===== src/sv/bpc_pkg.sv =====
package bpc_pkg;

   localparam int unsigned TICK_W     = 16;
   localparam int unsigned ELAPSED_W  = 17;
   localparam int unsigned CSR_IDX_W  = 2;
   localparam int unsigned CSR_DATA_W = 16;

   localparam logic [TICK_W-1:0]    LONG_PRESS_RESET    = 16'd1000;
   localparam logic [TICK_W-1:0]    SHORT_IGNORE_RESET  = 16'd0;
   localparam logic [TICK_W-1:0]    AFTER_IGNORE_RESET  = 16'd0;
   localparam logic                 PRESSED_HIGH_RESET  = 1'b1;
   localparam logic [ELAPSED_W-1:0] ELAPSED_MAX         = {ELAPSED_W{1'b1}};

   typedef enum logic [CSR_IDX_W-1:0] {
      CSR_LONG_PRESS   = 2'd0,
      CSR_SHORT_IGNORE = 2'd1,
      CSR_AFTER_IGNORE = 2'd2,
      CSR_PRESSED_HIGH = 2'd3
   } csr_index_type;

   typedef enum logic [5:0] {
      MODE_RELEASED         = 6'b000001,
      MODE_PREPRESSED       = 6'b000010,
      MODE_PRESSED          = 6'b000100,
      MODE_LONG_REPORTED    = 6'b001000,
      MODE_AFTER_RELEASE    = 6'b010000,
      MODE_AFTER_REL_PRESS  = 6'b100000
   } mode_type;

   typedef struct packed {
      logic [TICK_W-1:0] long_press_ticks;
      logic [TICK_W-1:0] short_press_ignore_ticks;
      logic [TICK_W-1:0] after_release_ignore_ticks;
      logic              pressed_level_high;
   } cfg_type;

   typedef struct packed {
      logic press_event;
      logic release_event;
      logic click_event;
      logic long_press_event;
   } flags_type;

endpackage


===== src/sv/bpc_channels_if.sv =====
interface bpc_req_if;
   logic valid;
   logic ready;
   logic pin_level;

   modport source (output valid, output pin_level, input ready);
   modport sink   (input valid, input pin_level, output ready);
endinterface

interface bpc_rsp_if;
   logic valid;
   logic ready;
   logic press_event;
   logic release_event;
   logic click_event;
   logic long_press_event;

   modport source (output valid, output press_event, output release_event,
                   output click_event, output long_press_event, input ready);
   modport sink   (input valid, input press_event, input release_event,
                   input click_event, input long_press_event, output ready);
endinterface


===== src/sv/button_press_classifier.sv =====
// Button click / long-press classifier.
// req_chan carries one beat per millisecond tick with the raw pin level.
// rsp_chan returns exactly one beat per request beat, in order, with the
// press, release, click and long-press flags for that tick.
// csr_we/csr_index/csr_wdata write the four settings: long-press time,
// short-press ignore time, after-release ignore time and pin polarity.
// Write them only while no tick is in flight.
// Pipeline: input register, then the state update feeding the result
// register; a beat moves on from one to the next once the result register
// is empty or being read. Throughput is one beat per cycle while the
// receiver takes every beat; mode machine and tick counter step once per beat.
// When the receiver stalls, the result register holds and the input
// register still takes one more beat; req_chan.ready drops only when both
// are full. Reset (synchronous, active high) restores the default
// settings, the released mode, a zero tick count and a low previous level,
// and empties both pipeline registers.
module button_press_classifier (
   input  logic                            clock,
   input  logic                            reset,
   bpc_req_if.sink                         req_chan,
   bpc_rsp_if.source                       rsp_chan,
   input  logic                            csr_we,
   input  logic [bpc_pkg::CSR_IDX_W-1:0]   csr_index,
   input  logic [bpc_pkg::CSR_DATA_W-1:0]  csr_wdata
);

   bpc_pkg::cfg_type   cfg;
   bpc_pkg::flags_type flags;

   logic               in_valid_ff, in_valid_in;
   logic               in_level_ff;
   logic               rsp_valid_ff, rsp_valid_in;
   bpc_pkg::flags_type rsp_flags_ff;
   logic               advance;
   logic               step;
   logic               req_take;

   bpc_csr u_csr (
      .clock     (clock),
      .reset     (reset),
      .csr_we    (csr_we),
      .csr_index (csr_index),
      .csr_wdata (csr_wdata),
      .cfg       (cfg)
   );

   bpc_core u_core (
      .clock (clock),
      .reset (reset),
      .step  (step),
      .level (in_level_ff),
      .cfg   (cfg),
      .flags (flags)
   );

   assign advance  = !rsp_valid_ff || rsp_chan.ready;
   assign step     = in_valid_ff && advance;
   assign req_chan.ready = !in_valid_ff || advance;
   assign req_take = req_chan.valid && req_chan.ready;

   always_comb begin
      in_valid_in = in_valid_ff;
      if (req_take)  in_valid_in = 1'b1;
      else if (step) in_valid_in = 1'b0;

      rsp_valid_in = rsp_valid_ff;
      if (advance) rsp_valid_in = in_valid_ff;
   end

   always_ff @(posedge clock) begin
      if (reset) begin
         in_valid_ff  <= 1'b0;
         rsp_valid_ff <= 1'b0;
      end else begin
         in_valid_ff  <= in_valid_in;
         rsp_valid_ff <= rsp_valid_in;
      end
   end

   always_ff @(posedge clock) begin
      if (req_take) in_level_ff  <= req_chan.pin_level;
      if (step)     rsp_flags_ff <= flags;
   end

   assign rsp_chan.valid            = rsp_valid_ff;
   assign rsp_chan.press_event      = rsp_flags_ff.press_event;
   assign rsp_chan.release_event    = rsp_flags_ff.release_event;
   assign rsp_chan.click_event      = rsp_flags_ff.click_event;
   assign rsp_chan.long_press_event = rsp_flags_ff.long_press_event;

endmodule


===== src/sv/bpc_csr.sv =====
module bpc_csr (
   input  logic                             clock,
   input  logic                             reset,
   input  logic                             csr_we,
   input  logic [bpc_pkg::CSR_IDX_W-1:0]    csr_index,
   input  logic [bpc_pkg::CSR_DATA_W-1:0]   csr_wdata,
   output bpc_pkg::cfg_type                 cfg
);

   bpc_pkg::cfg_type cfg_ff;
   bpc_pkg::cfg_type cfg_in;

   always_comb begin
      cfg_in = cfg_ff;
      if (csr_we) begin
         case (bpc_pkg::csr_index_type'(csr_index))
            bpc_pkg::CSR_LONG_PRESS:   cfg_in.long_press_ticks = csr_wdata;
            bpc_pkg::CSR_SHORT_IGNORE: cfg_in.short_press_ignore_ticks = csr_wdata;
            bpc_pkg::CSR_AFTER_IGNORE: cfg_in.after_release_ignore_ticks = csr_wdata;
            bpc_pkg::CSR_PRESSED_HIGH: cfg_in.pressed_level_high = csr_wdata[0];
            default: cfg_in = cfg_ff;
         endcase
      end
   end

   always_ff @(posedge clock) begin
      if (reset) begin
         cfg_ff.long_press_ticks           <= bpc_pkg::LONG_PRESS_RESET;
         cfg_ff.short_press_ignore_ticks   <= bpc_pkg::SHORT_IGNORE_RESET;
         cfg_ff.after_release_ignore_ticks <= bpc_pkg::AFTER_IGNORE_RESET;
         cfg_ff.pressed_level_high         <= bpc_pkg::PRESSED_HIGH_RESET;
      end else begin
         cfg_ff <= cfg_in;
      end
   end

   assign cfg = cfg_ff;

endmodule


===== src/sv/bpc_core.sv =====
module bpc_core (
   input  logic                 clock,
   input  logic                 reset,
   input  logic                 step,
   input  logic                 level,
   input  bpc_pkg::cfg_type     cfg,
   output bpc_pkg::flags_type   flags
);

   bpc_pkg::mode_type                   mode_ff, mode_in;
   logic [bpc_pkg::ELAPSED_W-1:0]       elapsed_ff, elapsed_in;
   logic                                prev_ff, prev_in;
   logic [bpc_pkg::ELAPSED_W-1:0]       elapsed_inc;

   always_comb begin
      elapsed_inc = (elapsed_ff == bpc_pkg::ELAPSED_MAX) ? elapsed_ff
                                                         : elapsed_ff + 1'b1;
      mode_in    = mode_ff;
      elapsed_in = elapsed_inc;
      prev_in    = prev_ff;
      flags      = '0;

      // level change first
      if (level != prev_ff) begin
         prev_in = level;
         if (level == cfg.pressed_level_high) begin
            case (mode_ff)
               bpc_pkg::MODE_RELEASED: begin
                  elapsed_in = '0;
                  if (cfg.short_press_ignore_ticks == '0) begin
                     mode_in = bpc_pkg::MODE_PRESSED;
                     flags.press_event = 1'b1;
                  end else begin
                     mode_in = bpc_pkg::MODE_PREPRESSED;
                  end
               end
               bpc_pkg::MODE_AFTER_RELEASE: mode_in = bpc_pkg::MODE_AFTER_REL_PRESS;
               default: mode_in = mode_ff;
            endcase
         end else begin
            case (mode_ff)
               bpc_pkg::MODE_PREPRESSED: mode_in = bpc_pkg::MODE_RELEASED;
               bpc_pkg::MODE_PRESSED: begin
                  flags.release_event = 1'b1;
                  flags.click_event   = 1'b1;
                  mode_in    = bpc_pkg::MODE_AFTER_RELEASE;
                  elapsed_in = '0;
               end
               bpc_pkg::MODE_LONG_REPORTED: begin
                  flags.release_event = 1'b1;
                  mode_in    = bpc_pkg::MODE_AFTER_RELEASE;
                  elapsed_in = '0;
               end
               bpc_pkg::MODE_AFTER_REL_PRESS: mode_in = bpc_pkg::MODE_AFTER_RELEASE;
               default: mode_in = mode_ff;
            endcase
         end
      end

      // then one timeout check on the updated mode
      case (mode_in)
         bpc_pkg::MODE_PRESSED: begin
            if (elapsed_in > {1'b0, cfg.long_press_ticks}) begin
               mode_in = bpc_pkg::MODE_LONG_REPORTED;
               flags.long_press_event = 1'b1;
            end
         end
         bpc_pkg::MODE_PREPRESSED: begin
            if (elapsed_in > {1'b0, cfg.short_press_ignore_ticks}) begin
               mode_in = bpc_pkg::MODE_PRESSED;
               flags.press_event = 1'b1;
            end
         end
         bpc_pkg::MODE_AFTER_RELEASE: begin
            if (elapsed_in > {1'b0, cfg.after_release_ignore_ticks}) begin
               mode_in = bpc_pkg::MODE_RELEASED;
            end
         end
         default: mode_in = mode_in;
      endcase
   end

   always_ff @(posedge clock) begin
      if (reset) begin
         mode_ff    <= bpc_pkg::MODE_RELEASED;
         elapsed_ff <= '0;
         prev_ff    <= 1'b0;
      end else if (step) begin
         mode_ff    <= mode_in;
         elapsed_ff <= elapsed_in;
         prev_ff    <= prev_in;
      end
   end

endmodule

===== src/flat_wrapper.sv =====
// flat-port wrapper written by rule: the top's interface ports become plain ports
module button_press_classifier_flat 
  (clock, reset, csr_we, csr_index, csr_wdata, req_chan_valid, req_chan_pin_level, req_chan_ready, rsp_chan_valid, rsp_chan_press_event, rsp_chan_release_event, rsp_chan_click_event, rsp_chan_long_press_event, rsp_chan_ready);
  bpc_req_if req_chan_i ();
  bpc_rsp_if rsp_chan_i ();
  input  logic clock;
  input  logic reset;
  input  logic csr_we;
  input  logic [bpc_pkg::CSR_IDX_W-1:0] csr_index;
  input  logic [bpc_pkg::CSR_DATA_W-1:0] csr_wdata;
  input wire logic [$bits(req_chan_i.valid)-1:0] req_chan_valid;
  input wire logic [$bits(req_chan_i.pin_level)-1:0] req_chan_pin_level;
  output wire logic [$bits(req_chan_i.ready)-1:0] req_chan_ready;
  output wire logic [$bits(rsp_chan_i.valid)-1:0] rsp_chan_valid;
  output wire logic [$bits(rsp_chan_i.press_event)-1:0] rsp_chan_press_event;
  output wire logic [$bits(rsp_chan_i.release_event)-1:0] rsp_chan_release_event;
  output wire logic [$bits(rsp_chan_i.click_event)-1:0] rsp_chan_click_event;
  output wire logic [$bits(rsp_chan_i.long_press_event)-1:0] rsp_chan_long_press_event;
  input wire logic [$bits(rsp_chan_i.ready)-1:0] rsp_chan_ready;
  assign req_chan_i.valid = req_chan_valid;
  assign req_chan_i.pin_level = req_chan_pin_level;
  assign req_chan_ready = req_chan_i.ready;
  assign rsp_chan_valid = rsp_chan_i.valid;
  assign rsp_chan_press_event = rsp_chan_i.press_event;
  assign rsp_chan_release_event = rsp_chan_i.release_event;
  assign rsp_chan_click_event = rsp_chan_i.click_event;
  assign rsp_chan_long_press_event = rsp_chan_i.long_press_event;
  assign rsp_chan_i.ready = rsp_chan_ready;
  button_press_classifier u_core (.clock(clock), .reset(reset), .req_chan(req_chan_i), .rsp_chan(rsp_chan_i), .csr_we(csr_we), .csr_index(csr_index), .csr_wdata(csr_wdata));
endmodule

===== config.mk =====
export PLATFORM = sky130hd
export DESIGN_NAME = button_press_classifier_flat
export DESIGN_NICKNAME = d
export VERILOG_FILES = /design/src/sv/bpc_pkg.sv /design/src/sv/bpc_channels_if.sv /design/src/sv/button_press_classifier.sv /design/src/sv/bpc_csr.sv /design/src/sv/bpc_core.sv /design/src/flat_wrapper.sv
export SDC_FILE = /design/constraint.sdc
export NUM_CORES = 1
export LEC_CHECK = 0
export ABC_AREA = 0
export BUFFER_PORTS_ARGS = -buffer_cell sky130_fd_sc_hd__clkbuf_2
export CORE_ASPECT_RATIO = 1.5
export CORE_MARGIN = 2
export CORE_UTILIZATION = 50
export CTS_CLUSTER_SIZE = 24
export DETAILED_ROUTE_END_ITERATION = 8
export PLACE_DENSITY_LB_ADDON = 0.2
export SLEW_MARGIN = 20
export SYNTH_ARGS = -nofsm -noshare
export SYNTH_HDL_FRONTEND = slang
export SYNTH_SLANG_ARGS = --single-unit

===== constraint.sdc =====
create_clock -name clock -period 4.68 [get_ports clock]
set_clock_uncertainty 0.05 [all_clocks]
set_input_delay 0.702 -clock clock [delete_from_list [all_inputs] [get_ports clock]]
set_output_delay 0.702 -clock clock [all_outputs]
set_load 0.01 [all_outputs]

* After elaboration in Yosys (flattened, before gate mapping)
Index checks and enable logic that the tools add are counted.
** Word-level totals
- Flip-flop bits (word level) :: 80
- Output and inout port bits :: 6
- Word-level logic and storage cells :: 77
- Input port bits :: 24
** Operators by class
- Mux-type cells :: 26
- Magnitude comparators :: 3
- Equal/unequal tests :: 15
- Bitwise logic cells :: 1
- Add/subtract/negate cells :: 1
- Reduce and logical (&&, ||, !) cells :: 17
** Operator list (count)
- 17-bit two-way mux :: 5
- 17-bit by 16-bit > comparator with 1-bit output :: 3
- 6-bit two-way mux :: 5
- 6-bit case mux with 2 select lines :: 2
- 6-bit case mux with 3 select lines :: 1
- 17-bit by 1-bit adder with 17-bit output (second input constant) :: 1
- 17-bit equality test (second input constant) :: 1
- 16-bit logical NOT :: 1
- 6-bit by 2-bit equality test with 1-bit output (second input constant) :: 2
- 6-bit by 3-bit equality test with 1-bit output (second input constant) :: 2
- 6-bit by 5-bit equality test with 1-bit output (second input constant) :: 2
- 1-bit two-way mux :: 10
- 2-bit AND reduction :: 5
- 6-bit by 1-bit equality test with 1-bit output (second input constant) :: 1
- 6-bit by 4-bit equality test with 1-bit output (second input constant) :: 1
- 6-bit equality test (second input constant) :: 1
- 3-bit two-way mux :: 2
- 2-bit equality test (second input constant) :: 2
- 2-bit OR reduction :: 2
- 3-bit OR reduction :: 1
- 2-bit by 1-bit equality test with 1-bit output (second input constant) :: 1
- 1-bit logical AND :: 2
- 1-bit logical NOT :: 2
- 2-bit logical NOT :: 1
- other kinds (6) :: 7

* Logic depth before layout (Yosys ltp)
Gate-level depths: netlist (run 1).
- Depth in word-level cells :: 8
- Depth in mapped cells :: 17
- Depth with buffers taken out :: 17

* Modules after synthesis
From an unflattened synthesis (run 1), not the netlist that was laid out.
** Unflattened totals
- Cell total of the unflattened synthesis :: 616
- Area total of the unflattened synthesis :: 5292.6 µm²
** Modules (own cells, without submodules)
- bpc_core :: seq. area each 480.5 µm², cells an instance 413, times used 1, area each 3032.9 µm²
- bpc_csr :: seq. area each 980.9 µm², cells an instance 188, times used 1, area each 2005.7 µm²
- button_press_classifier :: seq. area each 190.2 µm², cells an instance 15, times used 1, area each 254.0 µm²

* Least setup slack after synthesis (run 1)
OpenSTA, ideal clock, no wires.
- Path kind :: flip-flop to flip-flop
- Start point :: reg u_core.u_core.mode_ff[3]
- End point :: reg u_core.u_core.mode_ff[1]
- Stages on the path, launching flop included :: 17
- Required time :: 4.514 ns
- Buffers on the path :: 4
- Setup time :: 0.116 ns
- Path slack :: 0.440 ns
- Clock period less this slack :: 4.240 ns
- Arrival :: 4.075 ns
- Path through :: dfxtp_1 > buf_2 > or4_1 > a2111o_1 > o21ai_0 > clkbuf_1 > clkbuf_1 > buf_1 > nor2_1 > ha_1 > and2_1 > or3b_2 > o221ai_1 > a21oi_1 > nor4_2 > o221ai_1 > a31o_1
** On the way
- Cells in the longest elaborated chain, start to end :: 8
- Elaborated cells on any way between the ends :: 26
- Those cells by class :: order compare: 3; eq/ne: 9; mux: 12; reduce/logical: 2
** Ends and longest elaborated chain
- start, declared :: RTL line bpc_core.sv:10 : bpc_pkg::mode_type mode_ff, mode_in;
- start signal, assigned :: RTL line bpc_core.sv:85 : mode_ff <= bpc_pkg::MODE_RELEASED;
- start signal, assigned :: RTL line bpc_core.sv:89 : mode_ff <= mode_in;
- 6-bit by 4-bit equality test with 1-bit output or 6-bit by 3-bit equality test with 1-bit output (tied branches) :: RTL line bpc_core.sv:41 : case (mode_ff)
- 2-bit OR reduction (no line)
- 17-bit two-way mux :: RTL line bpc_core.sv:41
- 17-bit two-way mux * :: RTL line bpc_core.sv:26 : if (level == cfg.pressed_level_high) begin
- 17-bit two-way mux * :: RTL line bpc_core.sv:24 : if (level != prev_ff) begin
- net u_core.u_core.elapsed_in, one bit :: RTL line bpc_core.sv:11 : logic [bpc_pkg::ELAPSED_W-1:0] elapsed_ff, elapsed_in;
- 17-bit by 16-bit > comparator with 1-bit output (on tied branches) :: RTL line bpc_core.sv:75, bpc_core.sv:63, bpc_core.sv:69
- 6-bit two-way mux (on tied branches) :: RTL line bpc_core.sv:75, bpc_core.sv:63, bpc_core.sv:69
- 6-bit case mux with 3 select lines * :: RTL line bpc_core.sv:61 : case (mode_in)
The timed path passes the listed nets; every way through them passes the cells marked *.
A chain may end at the register's enable or synchronous reset.

* Final worst setup path (run 1)
- Start point :: reg u_core.in_level_ff
- End point :: reg u_core.u_core.mode_ff[2]
** On the way
- Cells in the longest elaborated chain, start to end :: 6
- Elaborated cells on any way between the ends :: 16
- Those cells by class :: order compare: 3; eq/ne: 5; mux: 8
** Ends and longest elaborated chain
- start, declared :: RTL line button_press_classifier.sv:31 : logic in_level_ff;
- start signal, assigned :: RTL line button_press_classifier.sv:81 : if (req_take) in_level_ff <= req_chan.pin_level;
- 1-bit equality test :: RTL line bpc_core.sv:26
- 17-bit two-way mux :: RTL line bpc_core.sv:26
- 17-bit two-way mux * :: RTL line bpc_core.sv:24
- net u_core.u_core.elapsed_in, one bit :: RTL line bpc_core.sv:11
- 17-bit by 16-bit > comparator with 1-bit output (on tied branches) :: RTL line bpc_core.sv:75, bpc_core.sv:63, bpc_core.sv:69
- 6-bit two-way mux (on tied branches) :: RTL line bpc_core.sv:75, bpc_core.sv:63, bpc_core.sv:69
- 6-bit case mux with 3 select lines * :: RTL line bpc_core.sv:61
Marked as above.

==> summary.md, run 1 <==
| Metric | Value |
|---|---|
| Proportion of layout cells with a drive suffix above 1 | `9.94%` |
| Later-pin clock latency in the skew report | `around 340 ps` |
| Leakage | `2.24 nW` |
| Initial antenna violation count | `0` |
| Total of fill cells in the finished design | `890` |
| Setup repair after global routing missed its margin | `no` |
| Summed area of non-filler cells in the final layout | `5510 µm²` |
| Wire length of the first global-routing pass | `around 20 mm` |
| Top-area cell type share of the netlist area | `30.3%` |
| Required @ worst endpoint | `4880 ps` |
| Fin Setup TNS | `0 ps` |
| Initial core utilization | `about 51%` |
| Count of max-cap constraint violations | `0` |
| Worst Path Arrival | `4480 ps` |
| Ratio of total power to cell area | `around 300 nW/µm²` |
| Total standard cell area after synthesis | `4950 µm²` |
| Max VDD drop | `212 µV` |
| Post-Place Cell Area | `5200 µm²` |
| Area of the core | `9690 µm²` |
| Count of buffers inserted at the top-level ports | `29` |
| Maximum clock path buffer count | `2` |
| Growth of design area from synthesis to finish | `11.2%` |
| Critical path's largest stage delay | `510 ps` |
| Fin crit period | `between 4000 and 5000 ps` |
| Die width | `85.3 µm` |
| Row Count | `between 40 and 50` |
| Portion of the post-synthesis area used by sequential elements | `33.3%` |
| Hpwl dp | `about 9.3 mm` |
| Via count of the first global-routing pass | `between 4000 and 5000` |
| Number of iterations in the first detailed-routing pass | `5` |
| Critical Path Sink Type | `register` |
| Final Hold Violating Endpoints | `0` |
| GR Overflow Total | `0` |
| Dominant cell type by area after synthesis | `sky130_fd_sc_hd__dfxtp_1` |
| Gate count after technology mapping | `between 600 and 700` |
| Hold Path Class | `reg -> reg` |
| Final setup fails | `0` |
| Boundary Pins | `30` |
| Post-CTS Setup Repair Bufs | `0` |
| Cts hold-fix bufs | `0` |
| Commonest register cell after synthesis | `sky130_fd_sc_hd__dfxtp_1` |
| Most frequent cells in the layout | `sky130_fd_sc_hd__nand2_1 (127), sky130_fd_sc_hd__a21oi_1 (79), sky130_fd_sc_hd__dfxtp_1 (75)` |
| Cells taking the most area after synthesis | `sky130_fd_sc_hd__dfxtp_1 (30%), sky130_fd_sc_hd__ha_1 (12%), sky130_fd_sc_hd__nand2_1 (9.6%), sky130_fd_sc_hd__a21oi_1 (8.0%), sky130_fd_sc_hd__nor2_1 (4.5%)` |
| Max-slew violations | `0` |
| Max-Slew Margin vs Limit | `a little over two fifths` |
| Warning count from the yosys run | `0` |
| CP cell instances | `or3b_2, a2111o_1, o21ai_2, buf_4, nor2_1, ha_1, a211oi_1, nor2_1, a2111oi_0, o221ai_1, a21oi_1, nor4_2, o211a_1, a211oi_1` |
| Minimum hold slack | `407 ps` |
| Via count | `4608` |
| Final Worst Setup Slack | `395 ps` |
| Distinct cell type count after synthesis | `between 50 and 60` |
| DRC | `0` |
| Area of combinational cells with multiple inputs | `2990 µm²` |
| ANT cells | `0` |
| Worst Path Max Fanout | `29` |
| Area of all sequential standard cells | `about 1700 µm²` |
| Pin slew with the least headroom to its limit | `between 800 and 900 ps` |
| Pin count of the biggest net entering global routing | `41` |
| Type of the worst setup path | `reg -> reg` |
| CTS sink cnt | `80` |
| #FFs+latches synth | `80` |
| Fmax achieved | `0.233 GHz` |
| Clock transition at path regs | `60 ps` |
| Ys async rst share | `0%` |
| Post-Syn Nets | `734` |
| Post-Syn Area per Cell | `about 7.5 µm²` |
| Clock root buffer | `sky130_fd_sc_hd__clkbuf_16` |
| Pwr Total | `1.65 mW` |
| Number of H-tree levels | `3` |
| Final weighted congestion in routability-driven placement | `0.849` |
| Worst slack after detailed placement | `around 400 ps` |
| CTS tree | `yes` |
| Fin crit share | `91.6%` |
| Number of synthesized flops with an enable pin | `5` |
| Most common library cell in the layout ignoring fill and taps | `sky130_fd_sc_hd__nand2_1` |
| Die height | `roughly 130 µm` |
| Antenna violation net count after detailed routing | `0` |
| Cell at the slowest stage of the critical path | `sky130_fd_sc_hd__edfxtp_1` |
| DRT Wirelength | `12.3 mm` |
| Crit path launch type | `register` |
| Count of routing violations after the opening detailed-route iteration | `190` |
| Number of resized instances in the post-cts repair step | `0` |
| Outcome | `finished, final reports clean` |
| Avg Vias per Cell | `5.77` |
| Die area | `10700 µm²` |
| Number of buffers added by the clock tree synthesis step | `9` |
| Average routed wire per standard cell | `15.4 µm` |
| Final Net Count | `752` |
| Global-route total usage across every layer | `roughly a quarter` |
-- registers in the layout, summed over array words and instances, names as in the netlist --
| signal | count |
|---|---|
| u_core.u_core.prev_ff | 1 |
| u_core.u_core.mode_ff | 6 |
| u_core.u_csr.cfg | 49 |
| u_core.in_valid_ff | 1 |
| u_core.in_level_ff | 1 |
| u_core.rsp_chan.long_press_event | 1 |
| u_core.u_core.elapsed_ff | 17 |
| u_core.rsp_chan.press_event | 1 |
| u_core.rsp_chan.click_event | 1 |
| u_core.rsp_chan.release_event | 1 |
| u_core.rsp_chan.valid | 1 |
-- final timing paths --
path | startpoint | endpoint | slack, ps | depth (start not counted)
worst max register to register | u_core.in_level_ff | u_core.u_core.mode_ff[2] | 390 | 14
worst min register to register | u_core.u_csr.cfg[34] | u_core.u_csr.cfg[34] | 410 | 2
worst max-delay path | u_core.in_level_ff | u_core.u_core.mode_ff[2] | 390 | 14
worst min-delay path | u_core.u_csr.cfg[34] | u_core.u_csr.cfg[34] | 410 | 2
-- Yosys cell counts, drive strengths merged, types with 3 or more instances --
library cell and number:
or3b 3, nor4 10, a21o 4, nor3 7
xnor2 9, and2 3, ha 49, nor2 60
nor2b 5, edfxtp 5, o221ai 3, buf 3
nand3 14, or4 3, a211oi 7, nor3b 3
a211o 8, nand2b 7, clkbuf 30, a21oi 79
nand4 11, or3 5, dfxtp 75, and3b 3
nand2 127, o21ai 27, a31oi 3, inv 52
nand3b 3, a22oi 4, and3 5, xor2 8
-- per-stage QoR --
stage                     utilization, %  cells
after floorplan                        -    661
final                               56.9    799
after CTS                           56.8    799
after global routing                56.9    799
after global placement              53.7    783
after detailed placement            53.7    783
-- power breakdown --
part | switching (mW) | internal [mW]
Clock | 0.293 | 0.418
Sequential | 0.0166 | 0.709
Combinational | 0.134 | 0.0802
Total | 0.444 | 1.21
-- worst max-delay path, delay by kind of cell (launching register included) --
family	cells	cell delay (ps)
AOI/OAI and AO/OA	8	2180
and+or+nand+nor	4	850
DFF	1	510
adders and majority gates	1	320
buffers and inverters	1	290
-- per-layer routing --
metal | global-route usage [%] | up-vias | part of all wire, %
li1 | - | 2322 | -
met3 | 4.59 | 35 | 3.7
met4 | 10.4 | 0 | 3.0
met1 | 28.1 | 2142 | 44
met5 | 0 | - | 0
met2 | 39.7 | 109 | 49
-- logic make-up after synthesis --
family                     Yosys count  synth area share, %
adders and majority gates           49                 12.4
muxes                                3                0.631
AOI/OAI and AO/OA                  154                 18.7
buffers and inverters               86                 6.69
DFF                                 80                 33.3
and+or+nand+nor                    272                 25.3
xor gates and xnor gates            17                 3.01
-- cell type report --
cell class              instances  area share (%)
multi-input cells             495            54.2
flip-flops and latches         80            30.0
repair buffers                 40            4.13
clock buffers                   9            4.09
inverters                      53            3.61
well taps                     115            2.61
clock inverters                 7            1.41
(Power assumes the default switching activity.)
==> run 2: changes to the inputs <==
- ABC_AREA: 0 -> default
- PLACE_DENSITY_LB_ADDON: 0.2 -> 0.15
- SYNTH_HIERARCHICAL: default -> 1
==> run 2 against run 1 <==
Non-clock buffer count fell by 7; design area rose by 5.4%; highest routed layer unchanged; via count fell by 4.7%; wire length rose by 3.3%; sequential power barely moved; combinational power barely moved; final cell count fell by 2.4%; worst setup slack got worse by 40 ps; critical path depth rose by 2.
==> summary.md, run 2 <==
| Metric | Value |
|---|---|
| Wire length of the first global-routing pass | `20.8 mm (was 20.2 mm)` |
| Worst Path Arrival | `4490 ps (was 4480 ps)` |
| Die area | `11400 µm² (was 10700 µm²)` |
| Clock root buffer | `sky130_fd_sc_hd__clkbuf_16 (unchanged)` |
| Leakage | `2.52 nW (was 2.24 nW)` |
| Worst setup path end | `u_core/u_core/mode_ff[3] (was u_core.u_core.mode_ff[2])` |
| Summed area of non-filler cells in the final layout | `5810 µm² (was 5510 µm²)` |
| Critical path's largest stage delay | `580 ps (was 510 ps)` |
| Register-to-register setup slack | `350 ps (was 390 ps)` |
| Fin crit period | `4330 ps (was 4290 ps)` |
| Post-route insts no fill | `780 (was 799)` |
| Cts hold-fix bufs | `0 (unchanged)` |
| Minimum hold slack | `427 ps (was 407 ps)` |
| Startpoint of the most critical register-to-register path | `u_core/u_core/elapsed_ff[0] (was u_core.in_level_ff)` |
| Global-route total usage across every layer | `23.4% (was 23.3%)` |
| Hpwl dp | `9.69 mm (was 9.26 mm)` |
| Dominant cell type by area after synthesis | `sky130_fd_sc_hd__dfxtp_1 (unchanged)` |
| End of the worst register-to-register path | `u_core/u_core/mode_ff[3] (was u_core.u_core.mode_ff[2])` |
| Max reg flops | `49 (unchanged)` |
| Via count | `4393 (was 4608)` |
| Initial core utilization | `50.8% (was 51.1%)` |
| Core Util, Final | `55.8% (was 56.9%)` |
| ANT cells | `0 (unchanged)` |
| Cell type with the highest occurrence count on the critical path | `sky130_fd_sc_hd__nor2_1` |
| Final Hold Violating Endpoints | `0 (unchanged)` |
| Number of buffer and inverter instances along the worst setup path | `0 (was 1)` |
| Number of resized instances in the post-cts repair step | `0 (unchanged)` |
| Setup repair after global routing missed its margin | `no (unchanged)` |
| Number of iterations in the first detailed-routing pass | `4 (was 5)` |
| Clock transition at path regs | `60 ps (about the same)` |
| Outcome | `finished, final reports clean (unchanged)` |
| Type of the worst setup path | `reg -> reg (unchanged)` |
| Worst Path Max Fanout | `5 (was 29)` |
| #FFs+latches synth | `80 (unchanged)` |
| CP cell instances | `ha_1, nand3_1, nor4_1, a31oi_1, nand2_1, nor2_1, xnor2_1, nor2_1, ha_1, nand3_1, a21oi_1, a2111oi_0, a31oi_1, o2111a_2, a22oi_1, nor2_1 (was or3b_2, a2111o_1, o21ai_2, buf_4, nor2_1, ha_1, a211oi_1, nor2_1, a2111oi_0, o221ai_1, a21oi_1, nor4_2, o211a_1, a211oi_1)` |
| Post-Place Cell Area | `5500 µm² (was 5200 µm²)` |
| Boundary Pins | `30 (unchanged)` |
| Antenna violation net count after detailed routing | `0 (unchanged)` |
| Critical Path Sink Type | `register (unchanged)` |
| Fmax achieved | `0.231 GHz (was 0.233 GHz)` |
| CTS sink cnt | `80 (unchanged)` |
| Distinct cell type count after synthesis | `67 (was 57)` |
| Most frequent cells in the layout | `sky130_fd_sc_hd__dfxtp_1 (75), sky130_fd_sc_hd__nand2b_1 (62), sky130_fd_sc_hd__inv_1 (60), sky130_fd_sc_hd__nor2_1 (60), sky130_fd_sc_hd__mux2i_1 (53) (was sky130_fd_sc_hd__nand2_1 (127), sky130_fd_sc_hd__a21oi_1 (79), sky130_fd_sc_hd__dfxtp_1 (75))` |
| Max-Slew Margin vs Limit | `48.1% (was 42.4%)` |
| Cell type group with the largest total delay on the critical path | `compound AO/OA/AOI/OAI gates (unchanged)` |
| Number of synthesized flops with an enable pin | `5 (unchanged)` |
| Critical Path Stages | `16 (was 14)` |
| Cell at the slowest stage of the critical path | `sky130_fd_sc_hd__a2111oi_0 (was sky130_fd_sc_hd__edfxtp_1)` |
| Portion of the post-synthesis area used by sequential elements | `31.2% (was 33.3%)` |
| Via count of the first global-routing pass | `4313 (was 4280)` |
| CTS tree | `yes (unchanged)` |
| Total of fill cells in the finished design | `989 (was 890)` |
| Count of buffers inserted at the top-level ports | `29 (unchanged)` |
| Fin crit share | `92.4% (was 91.6%)` |
| Proportion of layout cells with a drive suffix above 1 | `10.1% (was 9.94%)` |
| Row Count | `46 (was 44)` |
| Post-Syn Nets | `689 (was 734)` |
| Cells taking the most area after synthesis | `sky130_fd_sc_hd__dfxtp_1 (28%), sky130_fd_sc_hd__ha_1 (12%), sky130_fd_sc_hd__mux2i_1 (10%), sky130_fd_sc_hd__nand2b_1 (7.3%), sky130_fd_sc_hd__inv_1 (4.3%) (was sky130_fd_sc_hd__dfxtp_1 (30%), sky130_fd_sc_hd__ha_1 (12%), sky130_fd_sc_hd__nand2_1 (9.6%), sky130_fd_sc_hd__a21oi_1 (8.0%), sky130_fd_sc_hd__nor2_1 (4.5%))` |
| Maximum clock path buffer count | `2 (unchanged)` |
| Count of max-cap constraint violations | `0 (unchanged)` |
| Die height | `130 µm (was 126 µm)` |
| Max-slew violations | `0 (unchanged)` |
| Top-area cell type share of the netlist area | `28.4% (was 30.3%)` |
| Final weighted congestion in routability-driven placement | `0.880 (was 0.849)` |
| Initial antenna violation count | `0 (unchanged)` |
| Gate count after technology mapping | `616 (was 661)` |
| Commonest register cell after synthesis | `sky130_fd_sc_hd__dfxtp_1 (unchanged)` |
| Hold Path Class | `reg -> reg (unchanged)` |
| Fin Setup TNS | `0 ps (unchanged)` |
| Avg Vias per Cell | `5.63 (was 5.77)` |
| Count of routing violations after the opening detailed-route iteration | `207 (was 190)` |
| Final setup fails | `0 (unchanged)` |
| DP Cell Count | `764 (was 783)` |
| Post-CTS Setup Repair Bufs | `0 (unchanged)` |
| DRT Wirelength | `12.7 mm (was 12.3 mm)` |
| Average routed wire per standard cell | `16.3 µm (was 15.4 µm)` |
| Cell with the most instances after synthesis | `sky130_fd_sc_hd__dfxtp_1 (was sky130_fd_sc_hd__nand2_1)` |
| Number of buffers added by the clock tree synthesis step | `9 (unchanged)` |
| Required @ worst endpoint | `4850 ps (was 4880 ps)` |
| Warning count from the yosys run | `6 (was 0)` |
| Final Net Count | `704 (was 752)` |
| Later-pin clock latency in the skew report | `340 ps (about the same)` |
| Most common library cell in the layout ignoring fill and taps | `sky130_fd_sc_hd__dfxtp_1 (was sky130_fd_sc_hd__nand2_1)` |
| Ys async rst share | `0% (unchanged)` |
| Pin count of the biggest net entering global routing | `53 (was 41)` |
| Area of the core | `10400 µm² (was 9690 µm²)` |
| Top cells by instance count after synthesis | `sky130_fd_sc_hd__dfxtp_1 (75), sky130_fd_sc_hd__nand2b_1 (62), sky130_fd_sc_hd__inv_1 (60), sky130_fd_sc_hd__nor2_1 (60), sky130_fd_sc_hd__mux2i_1 (53) (was sky130_fd_sc_hd__nand2_1 (127), sky130_fd_sc_hd__a21oi_1 (79), sky130_fd_sc_hd__dfxtp_1 (75), sky130_fd_sc_hd__nor2_1 (60), sky130_fd_sc_hd__inv_1 (52))` |
| Number of H-tree levels | `3 (unchanged)` |
| Crit path launch type | `register (unchanged)` |
| Post-Syn Area per Cell | `8.59 µm² (was 7.50 µm²)` |
| Die width | `88.0 µm (was 85.3 µm)` |
| Pin slew with the least headroom to its limit | `779 ps (was 864 ps)` |
| Number of cells traversed by the worst register-to-register path | `16 (was 14)` |
| Total standard cell area after synthesis | `5290 µm² (was 4950 µm²)` |
| Growth of design area from synthesis to finish | `9.81% (was 11.2%)` |
| GR Overflow Total | `0 (unchanged)` |
| DRC | `0 (unchanged)` |
| Max VDD drop | `244 µV (was 212 µV)` |
| Startpoint of the worst setup timing path | `u_core/u_core/elapsed_ff[0] (was u_core.in_level_ff)` |
| Ratio of total power to cell area | `290 nW/µm² (was 300 nW/µm²)` |
==> run 2: final cells by class <==
type                            instances  area [µm²]  area share, %
Inverter                               60         225           3.88
Clock buffer                           12         268           4.61
Timing Repair Buffer                   33         179           3.08
Multi-Input combinational cell        447        3260           56.1
Clock inverter                          4        48.8          0.840
Tap cell                              144         180           3.10
Sequential cell                        80        1650           28.4
==> run 2: routing by layer <==
layer | track usage [%] | part of all wire [%] | routed length, µm
met1 | 27.3 | 41 | 5220
met2 | 40.5 | 51 | 6480
met3 | 4.62 | 3.9 | 493
met4 | 11.1 | 3.8 | 482
met5 | 0 | 0 | 0
==> run 2: worst min-delay path by stage <==
stage                    startpoint                   end  slack, ps  depth (start not counted)
2_1_floorplan  u_core/u_csr/cfg[48]  u_core/u_csr/cfg[48]        400                          2
3_3_place_gp   u_core/u_csr/cfg[34]  u_core/u_csr/cfg[34]        420                          2
3_5_place_dp    u_core/u_csr/cfg[2]   u_core/u_csr/cfg[2]        420                          2
4_1_cts        u_core/u_csr/cfg[14]  u_core/u_csr/cfg[14]        430                          2
5_1_grt        u_core/u_csr/cfg[14]  u_core/u_csr/cfg[14]        440                          2
6_report       u_core/u_csr/cfg[14]  u_core/u_csr/cfg[14]        430                          2
==> run 2: kinds of logic after synthesis <==
logic type	count (synthesis)	share of synthesized area (%)
xor+xnor	17	2.81
mux	53	10.0
compound gates	104	14.4
buf+inv	89	7.21
fa+ha+maj	49	11.6
simple gates	224	22.7
flops	80	31.2
==> run 2: report_power, final <==
part / switching [mW] / total (mW) / internal (mW)
combinational: 0.123 / 0.213 / 0.0898
clock: 0.281 / 0.741 / 0.460
sequential: 0.0196 / 0.729 / 0.709
==> run 2: tightest hold or removal path: stages (launching register included) <==
cell and delay [ps]:
sky130_fd_sc_hd__dfxtp_1 310, sky130_fd_sc_hd__nand2b_1 60, sky130_fd_sc_hd__mux2i_1 60
==> run 2: through the flow <==
step / power (mW) / setup slack, ps
detailed placement: 0.957 / 560
floorplan: 0.901 / 1060
global placement: 0.953 / 743
global route: 1.76 / 25.7
finish: 1.68 / 355
CTS: 1.70 / 475
